===== src/hdl/dca_pkg.sv =====
package dca_pkg;

  // Default largest packet the block tracks, in bytes.
  localparam int MAX_PACKET_DEF = 512;

  // Fixed sizes of the DNS header and of the appended answer record.
  localparam int HEADER_BYTES = 12;
  localparam int ANSWER_BYTES = 16;
  localparam int ANS_IDX_W = $clog2(ANSWER_BYTES);

  // Label offsets are tracked in ten bits and saturate at the top value.
  localparam int LABEL_W = 10;
  localparam int LABEL_POS_MAX = (1 << LABEL_W) - 1;

  // Common width for offset arithmetic, wide enough for any sum that occurs.
  localparam int CMP_W = 12;

  // The zero byte plus QTYPE and QCLASS must fit inside the packet.
  localparam int QUESTION_TAIL = 5;

  // Header offsets that are rewritten.
  localparam logic [3:0] OFS_FLAGS_HI   = 4'd2;
  localparam logic [3:0] OFS_FLAGS_LO   = 4'd3;
  localparam logic [3:0] OFS_ANCOUNT_HI = 4'd6;
  localparam logic [3:0] OFS_ANCOUNT_LO = 4'd7;
  localparam logic [3:0] OFS_NSCOUNT_HI = 4'd8;
  localparam logic [3:0] OFS_ARCOUNT_LO = 4'd11;

  // Response header values.
  localparam logic [7:0] FLAGS_HI_VAL = 8'h81;
  localparam logic [7:0] FLAGS_LO_VAL = 8'h80;
  localparam logic [15:0] ANCOUNT_VAL = 16'h0001;

  // Answer record fields.
  localparam logic [15:0] NAME_PTR   = 16'hC00C;
  localparam logic [15:0] TYPE_A     = 16'h0001;
  localparam logic [15:0] CLASS_IN   = 16'h0001;
  localparam logic [31:0] ANSWER_TTL = 32'd30;
  localparam logic [15:0] RDLENGTH   = 16'd4;

  // One response word as it leaves the parser.
  typedef struct packed {
    logic [7:0] data;
    logic       eop;
    logic       drop;
    logic       start_answer;
  } echo_t;

  // Rewrites one header byte at the given offset.
  function automatic logic [7:0] header_byte(input logic [3:0] ofs, input logic [7:0] d);
    logic [7:0] res;
    res = d;
    case (ofs)
      OFS_FLAGS_HI:   res = FLAGS_HI_VAL;
      OFS_FLAGS_LO:   res = FLAGS_LO_VAL;
      OFS_ANCOUNT_HI: res = ANCOUNT_VAL[15:8];
      OFS_ANCOUNT_LO: res = ANCOUNT_VAL[7:0];
      default: begin
        if (ofs inside {[OFS_NSCOUNT_HI:OFS_ARCOUNT_LO]}) begin
          res = 8'h00;
        end
      end
    endcase
    return res;
  endfunction

  // Picks one byte of the answer record, first byte at index zero.
  function automatic logic [7:0] answer_byte(input logic [ANS_IDX_W-1:0] idx,
                                             input logic [31:0] ip);
    logic [ANSWER_BYTES*8-1:0] rec;
    rec = {NAME_PTR, TYPE_A, CLASS_IN, ANSWER_TTL, RDLENGTH, ip};
    return rec[ANSWER_BYTES*8-1 - 8*idx -: 8];
  endfunction

endpackage


===== src/hdl/dns_captive_a_responder.sv =====
// DNS responder for a captive portal. Query bytes stream in one word per
// cycle while the output is not stalled and no answer is being sent; the
// response streams out cut-through, registered once in the output register,
// with the header flags set to 81 80, ANCOUNT to 1 and NSCOUNT and ARCOUNT
// to 0. At the end of a well formed query a 16-byte A record follows,
// pointing back at the question name, TTL 30, carrying answer_ip in network
// byte order; query_ready stays low while the answer counter walks it. A
// query shorter than 12 bytes, longer than MAX_PACKET - 16 bytes, or with a
// broken name or a missing QTYPE/QCLASS gets no answer, and its last word
// carries both end_of_packet and drop_packet. Write answer_ip only while no
// query is in flight.
module dns_captive_a_responder #(
  parameter int MAX_PACKET = dca_pkg::MAX_PACKET_DEF
) (
  input  logic        clk,
  input  logic        rst,
  input  logic        answer_ip_we,
  input  logic [31:0] answer_ip_wdata,
  input  logic        query_valid,
  output logic        query_ready,
  input  logic [7:0]  data_byte,
  input  logic        last_byte,
  output logic        reply_valid,
  input  logic        reply_ready,
  output logic [7:0]  out_byte,
  output logic        end_of_packet,
  output logic        drop_packet
);

  logic [31:0]    answer_ip;
  dca_pkg::echo_t echo;
  logic           load;
  logic           accept;
  logic           ans_busy;
  logic [7:0]     ans_data;
  logic           ans_eop;

  // Configuration register.
  always_ff @(posedge clk) begin
    if (rst) begin
      answer_ip <= '0;
    end else if (answer_ip_we) begin
      answer_ip <= answer_ip_wdata;
    end
  end

  // The output register loads whenever it is empty or being drained.
  assign load        = !reply_valid || reply_ready;
  assign query_ready = load && !ans_busy;
  assign accept      = query_valid && query_ready;

  dca_parse #(
    .MAX_PACKET(MAX_PACKET)
  ) u_parse (
    .clk      (clk),
    .rst      (rst),
    .accept   (accept),
    .data_byte(data_byte),
    .last_byte(last_byte),
    .echo     (echo)
  );

  dca_answer u_answer (
    .clk      (clk),
    .rst      (rst),
    .start    (accept && echo.start_answer),
    .advance  (load),
    .answer_ip(answer_ip),
    .busy     (ans_busy),
    .data     (ans_data),
    .eop      (ans_eop)
  );

  // Output register: echoed query words, then answer words.
  always_ff @(posedge clk) begin
    if (rst) begin
      reply_valid <= 1'b0;
    end else if (load) begin
      reply_valid <= accept || ans_busy;
    end
  end

  always_ff @(posedge clk) begin
    if (load) begin
      if (accept) begin
        out_byte      <= echo.data;
        end_of_packet <= echo.eop;
        drop_packet   <= echo.drop;
      end else begin
        out_byte      <= ans_data;
        end_of_packet <= ans_eop;
        drop_packet   <= 1'b0;
      end
    end
  end

endmodule


===== src/hdl/dca_parse.sv =====
module dca_parse #(
  parameter int MAX_PACKET = dca_pkg::MAX_PACKET_DEF
) (
  input  logic            clk,
  input  logic            rst,
  input  logic            accept,
  input  logic [7:0]      data_byte,
  input  logic            last_byte,
  output dca_pkg::echo_t  echo
);

  localparam int POS_W = $clog2(MAX_PACKET + 1);
  localparam int CMP_W = dca_pkg::CMP_W;
  localparam int LABEL_W = dca_pkg::LABEL_W;

  logic [POS_W-1:0]   byte_position;
  logic [LABEL_W-1:0] next_label_position;
  logic               name_complete;
  logic [LABEL_W-1:0] name_end_position;

  logic [POS_W-1:0]   byte_position_next;
  logic [LABEL_W-1:0] next_label_position_next;
  logic               name_complete_next;
  logic [LABEL_W-1:0] name_end_position_next;

  logic               in_range;
  logic               label_hit;
  logic [CMP_W-1:0]   pos_x;
  logic [CMP_W-1:0]   jump;
  logic [CMP_W-1:0]   len_x;
  logic               ok;

  // Header rewrite and QNAME label walk for the word at the input.
  always_comb begin
    in_range  = byte_position < POS_W'(MAX_PACKET);
    pos_x     = CMP_W'(byte_position);
    jump      = pos_x + CMP_W'(1) + CMP_W'(data_byte);
    label_hit = in_range && !name_complete && (pos_x == CMP_W'(next_label_position));

    byte_position_next       = byte_position;
    next_label_position_next = next_label_position;
    name_complete_next       = name_complete;
    name_end_position_next   = name_end_position;

    if (in_range) begin
      byte_position_next = byte_position + POS_W'(1);
    end
    if (label_hit) begin
      if (data_byte == 8'h00) begin
        name_complete_next     = 1'b1;
        name_end_position_next = pos_x[LABEL_W-1:0];
      end else if (jump > CMP_W'(dca_pkg::LABEL_POS_MAX)) begin
        next_label_position_next = LABEL_W'(dca_pkg::LABEL_POS_MAX);
      end else begin
        next_label_position_next = jump[LABEL_W-1:0];
      end
    end

    // Well formed check on the length as it stands after this word.
    len_x = CMP_W'(byte_position_next);
    ok = (len_x >= CMP_W'(dca_pkg::HEADER_BYTES))
      && (len_x <= CMP_W'(MAX_PACKET - dca_pkg::ANSWER_BYTES))
      && name_complete_next
      && (CMP_W'(name_end_position_next) + CMP_W'(dca_pkg::QUESTION_TAIL) <= len_x);

    echo.data = data_byte;
    if (in_range && (pos_x < CMP_W'(dca_pkg::HEADER_BYTES))) begin
      echo.data = dca_pkg::header_byte(pos_x[3:0], data_byte);
    end
    echo.eop          = last_byte && !ok;
    echo.drop         = last_byte && !ok;
    echo.start_answer = last_byte && ok;
  end

  // Packet state; it returns to its idle values after every last word.
  always_ff @(posedge clk) begin
    if (rst) begin
      byte_position       <= '0;
      next_label_position <= LABEL_W'(dca_pkg::HEADER_BYTES);
      name_complete       <= 1'b0;
      name_end_position   <= '0;
    end else if (accept) begin
      if (last_byte) begin
        byte_position       <= '0;
        next_label_position <= LABEL_W'(dca_pkg::HEADER_BYTES);
        name_complete       <= 1'b0;
        name_end_position   <= '0;
      end else begin
        byte_position       <= byte_position_next;
        next_label_position <= next_label_position_next;
        name_complete       <= name_complete_next;
        name_end_position   <= name_end_position_next;
      end
    end
  end

endmodule


===== src/hdl/dca_answer.sv =====
module dca_answer (
  input  logic        clk,
  input  logic        rst,
  input  logic        start,
  input  logic        advance,
  input  logic [31:0] answer_ip,
  output logic        busy,
  output logic [7:0]  data,
  output logic        eop
);

  localparam int IDX_W = dca_pkg::ANS_IDX_W;
  localparam logic [IDX_W-1:0] LAST_IDX = IDX_W'(dca_pkg::ANSWER_BYTES - 1);

  logic [IDX_W-1:0] idx;

  // Walks through the answer record one word per advance.
  always_ff @(posedge clk) begin
    if (rst) begin
      busy <= 1'b0;
      idx  <= '0;
    end else if (start) begin
      busy <= 1'b1;
      idx  <= '0;
    end else if (advance && busy) begin
      if (idx == LAST_IDX) begin
        busy <= 1'b0;
      end
      idx <= idx + IDX_W'(1);
    end
  end

  // Current answer word.
  assign data = dca_pkg::answer_byte(idx, answer_ip);
  assign eop  = (idx == LAST_IDX);

endmodule


===== config.mk =====
export PLATFORM = sky130hd
export DESIGN_NAME = dns_captive_a_responder
export DESIGN_NICKNAME = d
export VERILOG_FILES = /design/src/hdl/dca_pkg.sv /design/src/hdl/dns_captive_a_responder.sv /design/src/hdl/dca_parse.sv /design/src/hdl/dca_answer.sv
export SDC_FILE = /design/constraint.sdc
export NUM_CORES = 1
export LEC_CHECK = 0
export ABC_AREA = 1
export BUFFER_PORTS_ARGS = -buffer_cell sky130_fd_sc_hd__buf_2
export CORE_MARGIN = 2
export CORE_UTILIZATION = 51
export DETAILED_ROUTE_END_ITERATION = 10
export GPL_TIMING_DRIVEN = 0
export PLACE_DENSITY = 0.71
export SLEW_MARGIN = 20
export SYNTH_ARGS = -nofsm -noshare
export SYNTH_HDL_FRONTEND = slang
export SYNTH_HIERARCHICAL = 1
export SYNTH_SLANG_ARGS = --single-unit

===== constraint.sdc =====
create_clock -name clk -period 6.6 [get_ports clk]
set_input_delay 0.99 -clock clk [delete_from_list [all_inputs] [get_ports clk]]
set_output_delay 0.99 -clock clk [all_outputs]
set_load 0.01 [all_outputs]

## Yosys cells after proc, flatten, opt, wreduce, memory -nomap -nowiden

Index checks and enable logic that the tools add are counted.

- Multiplexer cells: 20
- Add/subtract/negate cells: 6
- Reductions and logical operators: 26
- Equal/unequal tests: 7
- $lt $le $gt $ge: 8
- Shifts and indexed selects: 1

Operators with widths:

| kind | count |
|---|---|
| $shiftx 135x33->8 | 1 |
| $mux 10 | 9 |
| $pmux 8 s4 | 1 |
| $mux 8 | 3 |
| $logic_and 1x1->1 | 13 |
| $add 12x8->12 | 1 |
| $gt 12x10->1 const B | 1 |
| $le 12x10->1 | 1 |
| $add 10x1->11 const B | 1 |
| $add 10x3->11 const B | 1 |
| $add 10x1->10 const B | 1 |
| $eq 10x10->1 | 1 |
| $ge 10x4->1 const B | 1 |
| $le 10x9->1 const B | 1 |
| $lt 10x10->1 const B | 1 |
| $lt 10x4->1 const B | 1 |
| $eq 4x2->1 const B | 2 |
| $eq 4x3->1 const B | 2 |
| $logic_not 8->1 | 1 |
| $sub 7x7->8 const A | 1 |
| $mux 1 | 7 |
| $reduce_bool 2->1 | 3 |
| $add 4x1->4 const B | 1 |
| $eq 4x4->1 const B | 1 |
| other kinds (8) | 12 |

- Input port bits: 46
- Logic and storage cells: 79
- Register bits: 79

## Depth between registers and ports, before layout

Gate-level depths: netlist of the first run.

- Depth after elaboration: 11
- Mapped depth: 37
- Depth with buffers taken out: 35

## Hierarchy

The synthesis of the first run kept the hierarchy.

By module, submodules not included:

| module | sequential area each (um2) | area each (um2) | instances | cells an instance |
|---|---|---|---|---|
| dca_parse | 620.6 | 3170.5 | 1 | 535 |
| dns_captive_a_responder | 960.9 | 1654.1 | 1 | 195 |
| dca_answer | 100.1 | 665.6 | 1 | 115 |

## Worst setup path after synthesis of the first run

No wires, ideal clock.

- Path type: input to register
- Start point: input port data_byte[1]
- End point: register u_answer.idx[0]
- Stages on the path: 34
- Arrival time: 3.888 ns
- Required time: 6.477 ns
- Setup slack: 2.589 ns
- Library setup time: 0.123 ns
- Path through: inv_1 -> nand3_1 -> nor2_1 -> buf_2 -> nor2_1 -> nor2_1 -> nand3_1 -> nand2_2 -> ha_1 -> inv_1 -> nand2_4 -> nand2_2 -> nor2_4 -> nand2_1 -> xor2_1 -> ha_1 -> nand2_1 -> nor2_1 -> nor2_1 -> nand3_1 -> nand3_1 -> nand2_1 -> nand2_1 -> nand2_1 -> nand2_1 -> nand2_1 -> nor2_1 -> nand2_1 -> nor2_1 -> inv_1 -> nor2_1 -> nor2_1 -> o21ai_1 -> a21oi_1

RTL lines:

| element | RTL line | text |
|---|---|---|
| start: declaration | dns_captive_a_responder.sv:21 | `input logic [7:0] data_byte,` |
| end signal: assignment | dca_answer.sv:29 | `idx <= idx + IDX_W'(1);` |
| end: declaration | dca_answer.sv:15 | `logic [IDX_W-1:0] idx;` |

==> qor.csv, run 1 <==
metric,value,unit
outcome,finished clean,
critical path launch point type,input port,
Worst Path Arrival,4690,ps
"area leader, netlist",dfxtp_1,
post-synthesis simple-gate area fraction,37.33,%
fmax,225.7,MHz
vias,5531,
most common cell in the netlist,nand2_1,
Die W,107.8,um
DP Wirelength,11560,um
"EDFF count, synth",10,
most frequent cells after synthesis,"225 x nand2_1, 114 x nor2_1, 89 x inv_1",
Clock Path Buffers,2,
die area,11610,um2
leakage power,2.934,nW
total track usage,26.40,%
Vias/cell,5.253,
fin util,59.34,%
max cap viols,0,
minimum clock period,4431,ps
post-synthesis compound-gate area fraction,11.28,%
delay of the slowest critical-path stage,310,ps
Least-Margin Pin Slew,762.8,ps
row count,37,
Top-Level Pins,58,
Clock Latency Late Sink,370,ps
Post-Syn Instances,845,
DRC,0,
Yosys Warn Count,6,
setup repair bufs after CTS,0,
Crit path top cell by count,nand2_1,
clk root buf,clkbuf_8,
Unique masters post-synth,36,
synthesized area per cell,6.497,um2
Num CTS Buffers,9,
RSZ-0062 raised after global routing,false,
clock sinks,79,
register bit total from synthesis,79,
Post-synth ARST share,0,%
Rel. slew slack,48.96,%
ANT cells,0,
worst r2r path cells,35,
max-slew violation count,0,
post-synthesis mux area share,0,%
core box area,10370,um2
number of gates resized after cts,0,
largest net degree at the start of global routing,22,
first-pass GRT wire length,24010,um
clk slew on worst S/H paths,80,ps
Max Clock Skew,8.622,ps
Area contributors post-synth,"dfxtp_1 25%, nand2_1 15%, nor2_1 7.8%",
H-tree depth,3,
CTS tree,done,
total wire length,14670,um
CTS Hold Bufs,0,
worst setup path end,u_answer/idx[1],
synthesis-to-finish area growth,12.08,%
Initial Utilization,52.94,%
Initial DRT Pass Iterations,8,
DRT iter0 DRCs,369,
vias in the first global route,5063,
flop2flop setup slack,2280,ps
Synth Net Count,917,
r2r endpoint,u_answer/idx[1],
"Top FF cell, synth",dfxtp_1,
crit path kind,input port to register,
adder-cell share of the synthesized area,6.062,%
main combinational cell family by area after synthesis,simple AND/OR/NAND/NOR gates,
DRT antenna net count,0,
nets,985,
drt wl/cell,13.93,um
reg2reg start,u_parse/byte_position[0],
sequential share of the synthesized area,30.63,%
Worst Path Max Fanout,10,
crit path launch,data_byte[1],
port bufs,57,
Setup TNS,0,ps
critical path's slowest cell,ha_1,
WHS,462.2,ps
Chip Height,107.8,um
share of layout cells above drive strength 1,17.78,%
CP Capture Type,register,
initial antenna violation count,0,
peak supply drop,0.1483,mV
HP Class,register to register,
post-synth top area share,25.16,%
CP required,6860,ps
Final Hold Viols,0,
Setup-failing EPs final,0,
final RePlAce weighted congestion,0.9155,
fin crit share,67.13,%
Synth Area in XOR/XNOR,2.712,%
Syn Std Cell Area,5490,um2
Fillers,1052,
Pwr per Cell Area,169.2,nW/um2
total gr overflow,0,
[worst min path at each step]
stage | slack (ps) | cells past startpoint | startpoint | to
finish | 460 | 2 | u_parse/name_end_position[9] | u_parse/name_end_position[9]
global route | 510 | 2 | u_parse/next_label_position[9] | u_parse/next_label_position[9]
CTS | 460 | 2 | u_parse/name_end_position[9] | u_parse/name_end_position[9]
detailed placement | 450 | 2 | u_parse/name_end_position[9] | u_parse/name_end_position[9]
global placement | 430 | 2 | u_parse/name_end_position[9] | u_parse/name_end_position[9]
floorplan | 420 | 2 | u_parse/name_end_position[9] | u_parse/name_end_position[9]
[critical path, delay by kind of cell]
family	cells	cell delay, ps
AO/OA/AOI/OAI	2	150
XOR/XNOR	1	150
adder cells (fa/ha/maj)	2	510
buffers and inverters	5	580
AND/OR/NAND/NOR	25	2300
[logic make-up (layout without fill, tap and decap cells)]
family,count (synthesis),after routing
compound gates,119,119
xor+xnor,17,17
simple gates,463,463
buf+inv,141,213
flops,79,79
fa+ha+maj,26,26
[report_power, final]
part	internal [W]	switching (W)
combinational	0.0000517	0.0000821
clock	0.000197	0.000191
sequential	0.000508	0.0000117
total	0.000756	0.000285
[stage by stage]
stage | setup slack (ps) | cells | cell area, um2 | total power, W
2_1_floorplan | 2589 | 845 | 5490 | 0.0006137
3_3_place_gp | 1868 | 1038 | 5946 | 0.0006583
3_5_place_dp | 1795 | 1038 | 5946 | 0.0006632
4_1_cts | 2187 | 1053 | 6153 | 0.001047
5_1_grt | 1768 | 1053 | 6153 | 0.001083
6_report | 2169 | 1053 | 6153 | 0.001041
[metal layers]
layer	vias to the layer above	wire (um)	track usage [%]
met3	27	1091	4.358
met4	0	303	10.16
li1	2811	-	-
met1	2506	6945	37.87
met5	-	0	0
met2	187	6326	39.49
[cell type report]
cell class	count	area [um2]	share of cell area [%]
multi-input combinational	625	3151	51.20
sequential	79	1682	27.33
inverter	105	399.1	6.486
timing repair buffer	57	285.3	4.636
buffer	36	259.0	4.209
tap	136	170.2	2.765
clock buffer	11	152.6	2.481
clock inverter	4	55.05	0.8947
[flip-flops by register name, indices dropped and copies added, names as in the netlist]
signal and count:
reply_valid 1, u_parse/next_label_position 10, answer_ip 32, u_answer/idx 4
end_of_packet 1, drop_packet 1, out_byte 8, u_parse/byte_position 10
u_parse/name_complete 1, u_parse/name_end_position 10, u_answer/busy 1
[cell usage in the layout, fill, tap and decap left out, types with 10 or more instances in the layout]
master / count
nand2_1: 225
nor2_1: 114
inv_1: 89
dfxtp_1: 69
buf_2: 68
nand3_1: 55
o21ai_0: 51
a21oi_1: 47
ha_1: 25
nand2_2: 19
nand4_1: 17
inv_2: 14
o21ai_1: 14
xor2_1: 13
edfxtp_1: 10
nor2_2: 10
(Power assumes the default switching activity.)
==> run 2: changes to the inputs <==
Clock period 6.6 ns to 4.09 ns, I/O delays scaled along.
==> run 2 against run 1 <==
Clock-buffer cell count stayed put. Sequential cell count stayed put. Design area up 3.9%. Sequential share of layout area shrank 0.80 points. Clock skew is 4.0 ps higher. Clock power grew 62%.
==> qor.csv, run 2 (same netlist as run 1, synthesis figures left out) <==
metric,value,unit,change
outcome,finished clean,,
critical path's slowest cell,dfxtp_2,,
Crit path top cell by count,nand2_1,,
die area,11610,um2,unchanged
Chip Height,107.8,um,unchanged
total wire length,15160,um,+3.3%
clk slew on worst S/H paths,90,ps,about the same
HP Class,input port to register,,
min-delay src,answer_ip_wdata[10],,
Least-Margin Pin Slew,782.1,ps,+19.28 ps
Fillers,1027,,-2.4%
Die W,107.8,um,unchanged
GRT met1 Usage,37.91,%,about the same
Worst Path Arrival,4090,ps,-600 ps
H-tree depth,3,,unchanged
r2r endpoint,u_answer/idx[1],,
Clock Latency Late Sink,380,ps,about the same
CP Capture Type,register,,
Initial DRT Pass Iterations,7,,-1
Pwr per Cell Area,263.9,nW/um2,+56%
first-pass GRT wire length,24030,um,+0.11%
most frequent cells in the layout,"223 x nand2_1, 108 x nor2_1, 89 x inv_1",,
dpl cells,1038,,unchanged
final RePlAce weighted congestion,0.9155,,unchanged
Max Clock Skew,12.65,ps,+4.029 ps
Biggest register,answer_ip,,
vias in the first global route,5066,,+0.059%
fin util,61.63,%,+2.3 points
DRT iter0 DRCs,399,,+8.1%
Placed Area,5946,um2,unchanged
clock sinks,79,,unchanged
DRC,0,,unchanged
Setup-failing EPs final,0,,unchanged
vias,5630,,+1.8%
Worst Path Max Fanout,7,,-3
Num CTS Buffers,9,,unchanged
fmax,261.1,MHz,
Clock Path Buffers,2,,unchanged
minimum clock period,3830,ps,
Power Total,0.001686,W,+62%
share of layout cells above drive strength 1,21.24,%,+3.5 points
nets,1000,,+1.5%
port bufs,57,,unchanged
Initial Utilization,52.94,%,unchanged
initial antenna violation count,0,,unchanged
Worst Hold Path Cells,3,,+1
delay of the slowest critical-path stage,330,ps,+20 ps
max reg flops,32,,unchanged
WHS,456.8,ps,-5.359 ps
fin crit share,93.63,%,
critical path launch point type,register,,
crit path kind,register to register,,
CTS tree,done,,
max cap viols,0,,unchanged
DRT antenna net count,0,,unchanged
Rel. slew slack,47.67,%,-1.3 points
synthesis-to-finish area growth,16.41,%,
worst r2r path cells,36,,+2.9%
Final Hold Viols,0,,unchanged
core box area,10370,um2,unchanged
M3 GR Usage,4.358,%,unchanged
DP Wirelength,11560,um,unchanged
met2 Track Usage GR,39.53,%,+0.045 points
drt wl/cell,14.19,um,+1.9%
peak supply drop,0.2400,mV,+62%
flop2flop setup slack,260,ps,-2020 ps
largest net degree at the start of global routing,22,,unchanged
clk root buf,clkbuf_8,,
reg2reg start,u_parse/byte_position[2],,
Vias/cell,5.272,,+0.36%
"commonest non-fill, non-tap cell in the layout",nand2_1,,
design area,6391,um2,+3.9%
grt peak-use layer,met2,,
total gr overflow,0,,unchanged
Hold EP,answer_ip[10],,
max-slew violation count,0,,unchanged
Top-Level Pins,58,,unchanged
total track usage,26.43,%,about the same
leakage power,3.034,nW,+3.4%
Final Non-Filler Cells,1068,,+1.4%
ANT cells,0,,unchanged
CP required,4350,ps,-2510 ps
row count,37,,unchanged
[run 2: changes by cell type in the layout (fill, tap and decap cells not counted), sizes merged]
cell,delta
buf,+14
clkbuf,+1
[run 2: power by group]
| group | switching, W | internal, W |
|---|---|---|
| Clock | 0.000310 | 0.000318 |
| Combinational | 0.000135 | 0.0000860 |
| Sequential | 0.0000189 | 0.000818 |
[run 2: critical path: cells and delay by family, from the launching register on]
kind | cells | cell delay, ps
compound gates | 2 | 130
xor+xnor | 1 | 140
fa+ha+maj | 2 | 430
buf+inv | 5 | 460
flops | 1 | 330
simple gates | 26 | 2230
[run 2: metal layers]
layer | vias up | share of wire (%)
li1 | 2844 | -
met1 | 2562 | 47
met2 | 192 | 44
met3 | 32 | 7.2
met4 | 0 | 2.2
met5 | - | 0
[run 2: cell type report]
class                   count  area, um2  share of cell area [%]
well taps                 136      170.2                   2.662
flip-flops and latches     79       1695                   26.53
plain buffers              36      269.0                   4.209
inverters                 105      401.6                   6.284
clock inverters             4      55.05                  0.8614
repair buffers             72      397.9                   6.226
multi-input cells         625       3249                   50.84
clock buffers              11      152.6                   2.388
[run 2: metrics by stage]
| stage | setup TNS [ps] | setup WS, ps |
|---|---|---|
| global route | -49.70 | -31.02 |
| floorplan | 0 | 455.6 |
| detailed placement | -1629 | -338.2 |
| global placement | -1114 | -265.2 |
| CTS | 0 | 0.2411 |
| finish | 0 | 260.5 |
[run 2: repair_timing]
| item | in CTS | in global routing |
|---|---|---|
| hold endpoints to repair | 0 | 0 |
| hold buffers | 0 | 0 |
| gates resized for setup | 6 | 28 |
| setup buffers | 0 | 15 |
| pin swaps | 0 | 18 |
| gates cloned | 0 | 0 |
| setup endpoints to repair | 5 | 7 |
[run 2: worst max-delay path by stage]
| stage | start | slack (ps) | cells after the start | endpoint |
|---|---|---|---|---|
| final | u_parse/byte_position[2] | 260 | 36 | u_answer/idx[1] |
| after global routing | u_parse/byte_position[8] | -30 | 34 | u_answer/idx[0] |
| after CTS | u_parse/byte_position[1] | 0.2 | 35 | u_answer/idx[1] |
| after detailed placement | data_byte[1] | -340 | 35 | u_answer/idx[1] |
| after global placement | data_byte[1] | -270 | 35 | u_answer/idx[1] |
| after floorplan | data_byte[1] | 460 | 34 | u_answer/idx[0] |
==> run 3: changes to the inputs <==
Settings changed: PLACE_DENSITY 0.71 to 0.73.
Clock period 4.09 ns to 3.2 ns, I/O delays scaled along.
==> run 3 against run 2 <==
The run now ends with negative setup slack left. Sequential cell count unchanged. First-iteration DRC count increased by 33%. Register-to-register slack got worse by 720 ps. Worst setup slack got worse by 720 ps. Largest cell class unchanged. Maximum frequency increased by 4.7%. Critical endpoint unchanged. Core utilization increased by 1.9 points. Sequential share of layout area decreased by 0.54 points. Clock-buffer cell count decreased by 2. Routed wire length decreased by 1.0%.
==> qor.csv, run 3 (same netlist as run 1, synthesis figures left out) <==
metric,value,unit,change
"CP delay by family, top",simple AND/OR/NAND/NOR gates,,
Clock Latency Late Sink,370,ps,about the same
first-pass GRT wire length,24500,um,+1.9%
design area,6593,um2,+3.2%
synthesis-to-finish area growth,20.08,%,
Die W,107.8,um,unchanged
total wire length,15000,um,-1.0%
largest net degree at the start of global routing,22,,unchanged
die area,11610,um2,unchanged
multi-input combinational cell area,3346,um2,+3.0%
clk slew on worst S/H paths,100,ps,about the same
DRT antenna net count,0,,unchanged
RSZ-0062 raised after global routing,true,,
Top-Level Pins,58,,unchanged
Initial Utilization,52.94,%,unchanged
failing checks,negative setup slack,,
Final Hold Viols,0,,unchanged
drt wl/cell,13.95,um,-1.7%
fin crit share,114.3,%,+21 points
flop2flop setup slack,-460,ps,-720 ps
initial antenna violation count,0,,unchanged
Clock Path Buffers,2,,unchanged
Crit path top cell by count,nand2_1,,
outcome,"complete, but fails checks",,
minimum clock period,3658,ps,-171.7 ps
worst r2r path cells,35,,-2.8%
HP Class,input port to register,,
Setup-failing EPs final,7,,+7
CP required,3460,ps,-890 ps
Initial DRT Pass Iterations,6,,-1
WHS,325.3,ps,-131.5 ps
worst setup path end,u_answer/idx[1],,
r2r endpoint,u_answer/idx[1],,
Worst Path Arrival,3910,ps,-180 ps
max-slew violation count,0,,unchanged
"commonest non-fill, non-tap cell in the layout",nand2_1,,
DRC,0,,unchanged
leakage power,3.110,nW,+2.5%
CP Depth,35,,-2.8%
Bufs and invs on worst path,4,,-1
Chip Height,107.8,um,unchanged
Worst Path Max Fanout,10,,+3
final RePlAce weighted congestion,0.9229,,+0.81%
Rel. slew slack,47.11,%,-0.55 points
clock sinks,79,,unchanged
port bufs,57,,unchanged
Num CTS Buffers,9,,unchanged
FF/Latch Area,1713,um2,+1.0%
total gr overflow,0,,unchanged
Biggest register,answer_ip,,
core box area,10370,um2,unchanged
crit path kind,register to register,,
total track usage,26.72,%,+0.29 points
fmax,273.4,MHz,+4.7%
critical path launch point type,register,,
Max Clock Skew,12.98,ps,+0.3335 ps
crit path launch,u_parse/byte_position[3],,
H-tree depth,3,,unchanged
nets,1006,,+0.60%
Vias/cell,5.241,,-0.58%
vias,5634,,+0.071%
reg2reg start,u_parse/byte_position[3],,
Pwr per Cell Area,331.9,nW/um2,+26%
Fillers,1030,,+0.29%
ANT cells,0,,unchanged
max reg flops,32,,unchanged
CTS tree,done,,
share of layout cells above drive strength 1,24.81,%,+3.6 points
Placed Area,6006,um2,+1.0%
delay of the slowest critical-path stage,330,ps,about the same
most frequent cells in the layout,"214 x nand2_1, 107 x nor2_1, 84 x inv_1",,
clk root buf,clkbuf_8,,
critical path's slowest cell,dfxtp_2,,
DRT iter0 DRCs,531,,+33%
final worst slack,-457.8,ps,-718.3 ps
max cap viols,0,,unchanged
Least-Margin Pin Slew,790.4,ps,+8.275 ps
CP Capture Type,register,,
DP Wirelength,11120,um,-3.8%
row count,37,,unchanged
vias in the first global route,5080,,+0.28%
peak supply drop,0.2603,mV,+8.5%
run 3: worst min-delay path by stage:
stage                                      start                            to  slack [ps]  cells past startpoint
floorplan           u_parse/name_end_position[9]  u_parse/name_end_position[9]         420                      2
global placement    u_parse/name_end_position[9]  u_parse/name_end_position[9]         440                      2
detailed placement  u_parse/name_end_position[9]  u_parse/name_end_position[9]         450                      2
CTS                           answer_ip_wdata[4]                  answer_ip[4]         320                      3
global route                  answer_ip_wdata[4]                  answer_ip[4]         320                      3
finish                        answer_ip_wdata[8]                  answer_ip[8]         330                      3
run 3: worst reg2reg max path, delay by kind of cell, from the launching register on:
| family | cells | cell delay (ps) |
|---|---|---|
| buf+inv | 4 | 380 |
| simple gates | 26 | 2110 |
| compound gates | 2 | 120 |
| fa+ha+maj | 2 | 450 |
| xor+xnor | 1 | 150 |
| flops | 1 | 330 |
run 3: through the flow:
| step | util (%) | setup slack [ps] | total power, W | setup TNS (ps) | std cells |
|---|---|---|---|---|---|
| global route | 63.57 | -819.0 | 0.002285 | -5201 | 1075 |
| finish | 63.57 | -457.8 | 0.002188 | -2742 | 1075 |
| CTS | 61.82 | -434.6 | 0.002187 | -2584 | 1068 |
| floorplan | - | -106.6 | 0.001268 | -481.5 | 845 |
| detailed placement | 57.92 | -776.4 | 0.001368 | -4960 | 1038 |
| global placement | 57.92 | -757.8 | 0.001365 | -4830 | 1038 |
run 3: final cells by class:
cell class / instances / area share, %
Buffer: 36 / 4.137
Clock buffer: 9 / 1.879
Clock inverter: 7 / 1.329
Inverter: 105 / 6.244
Multi-Input combinational cell: 625 / 50.75
Sequential cell: 79 / 25.98
Tap cell: 136 / 2.581
Timing Repair Buffer: 78 / 7.098
run 3: timing repair:
item,CTS,global route
setup buffers,14,7
resized for setup,26,35
pin swaps,17,31
endpoints found under the setup margin,7,8
hold buffers,0,0
run 3: metal layers:
| metal | GRT usage (%) | wire, um | vias to the layer above |
|---|---|---|---|
| met4 | 6.685 | 207 | 0 |
| met1 | 39.23 | 7235 | 2528 |
| met2 | 40.61 | 6405 | 214 |
| li1 | - | - | 2865 |
| met5 | 0 | 0 | - |
| met3 | 4.419 | 1151 | 27 |
run 3: report_power, final:
group	switching [W]	internal, W	leakage [nW]
clock	0.000449	0.000380	0.108
combinational	0.000179	0.000116	2.32
sequential	0.0000223	0.00104	0.682
total	0.000649	0.00154	3.11
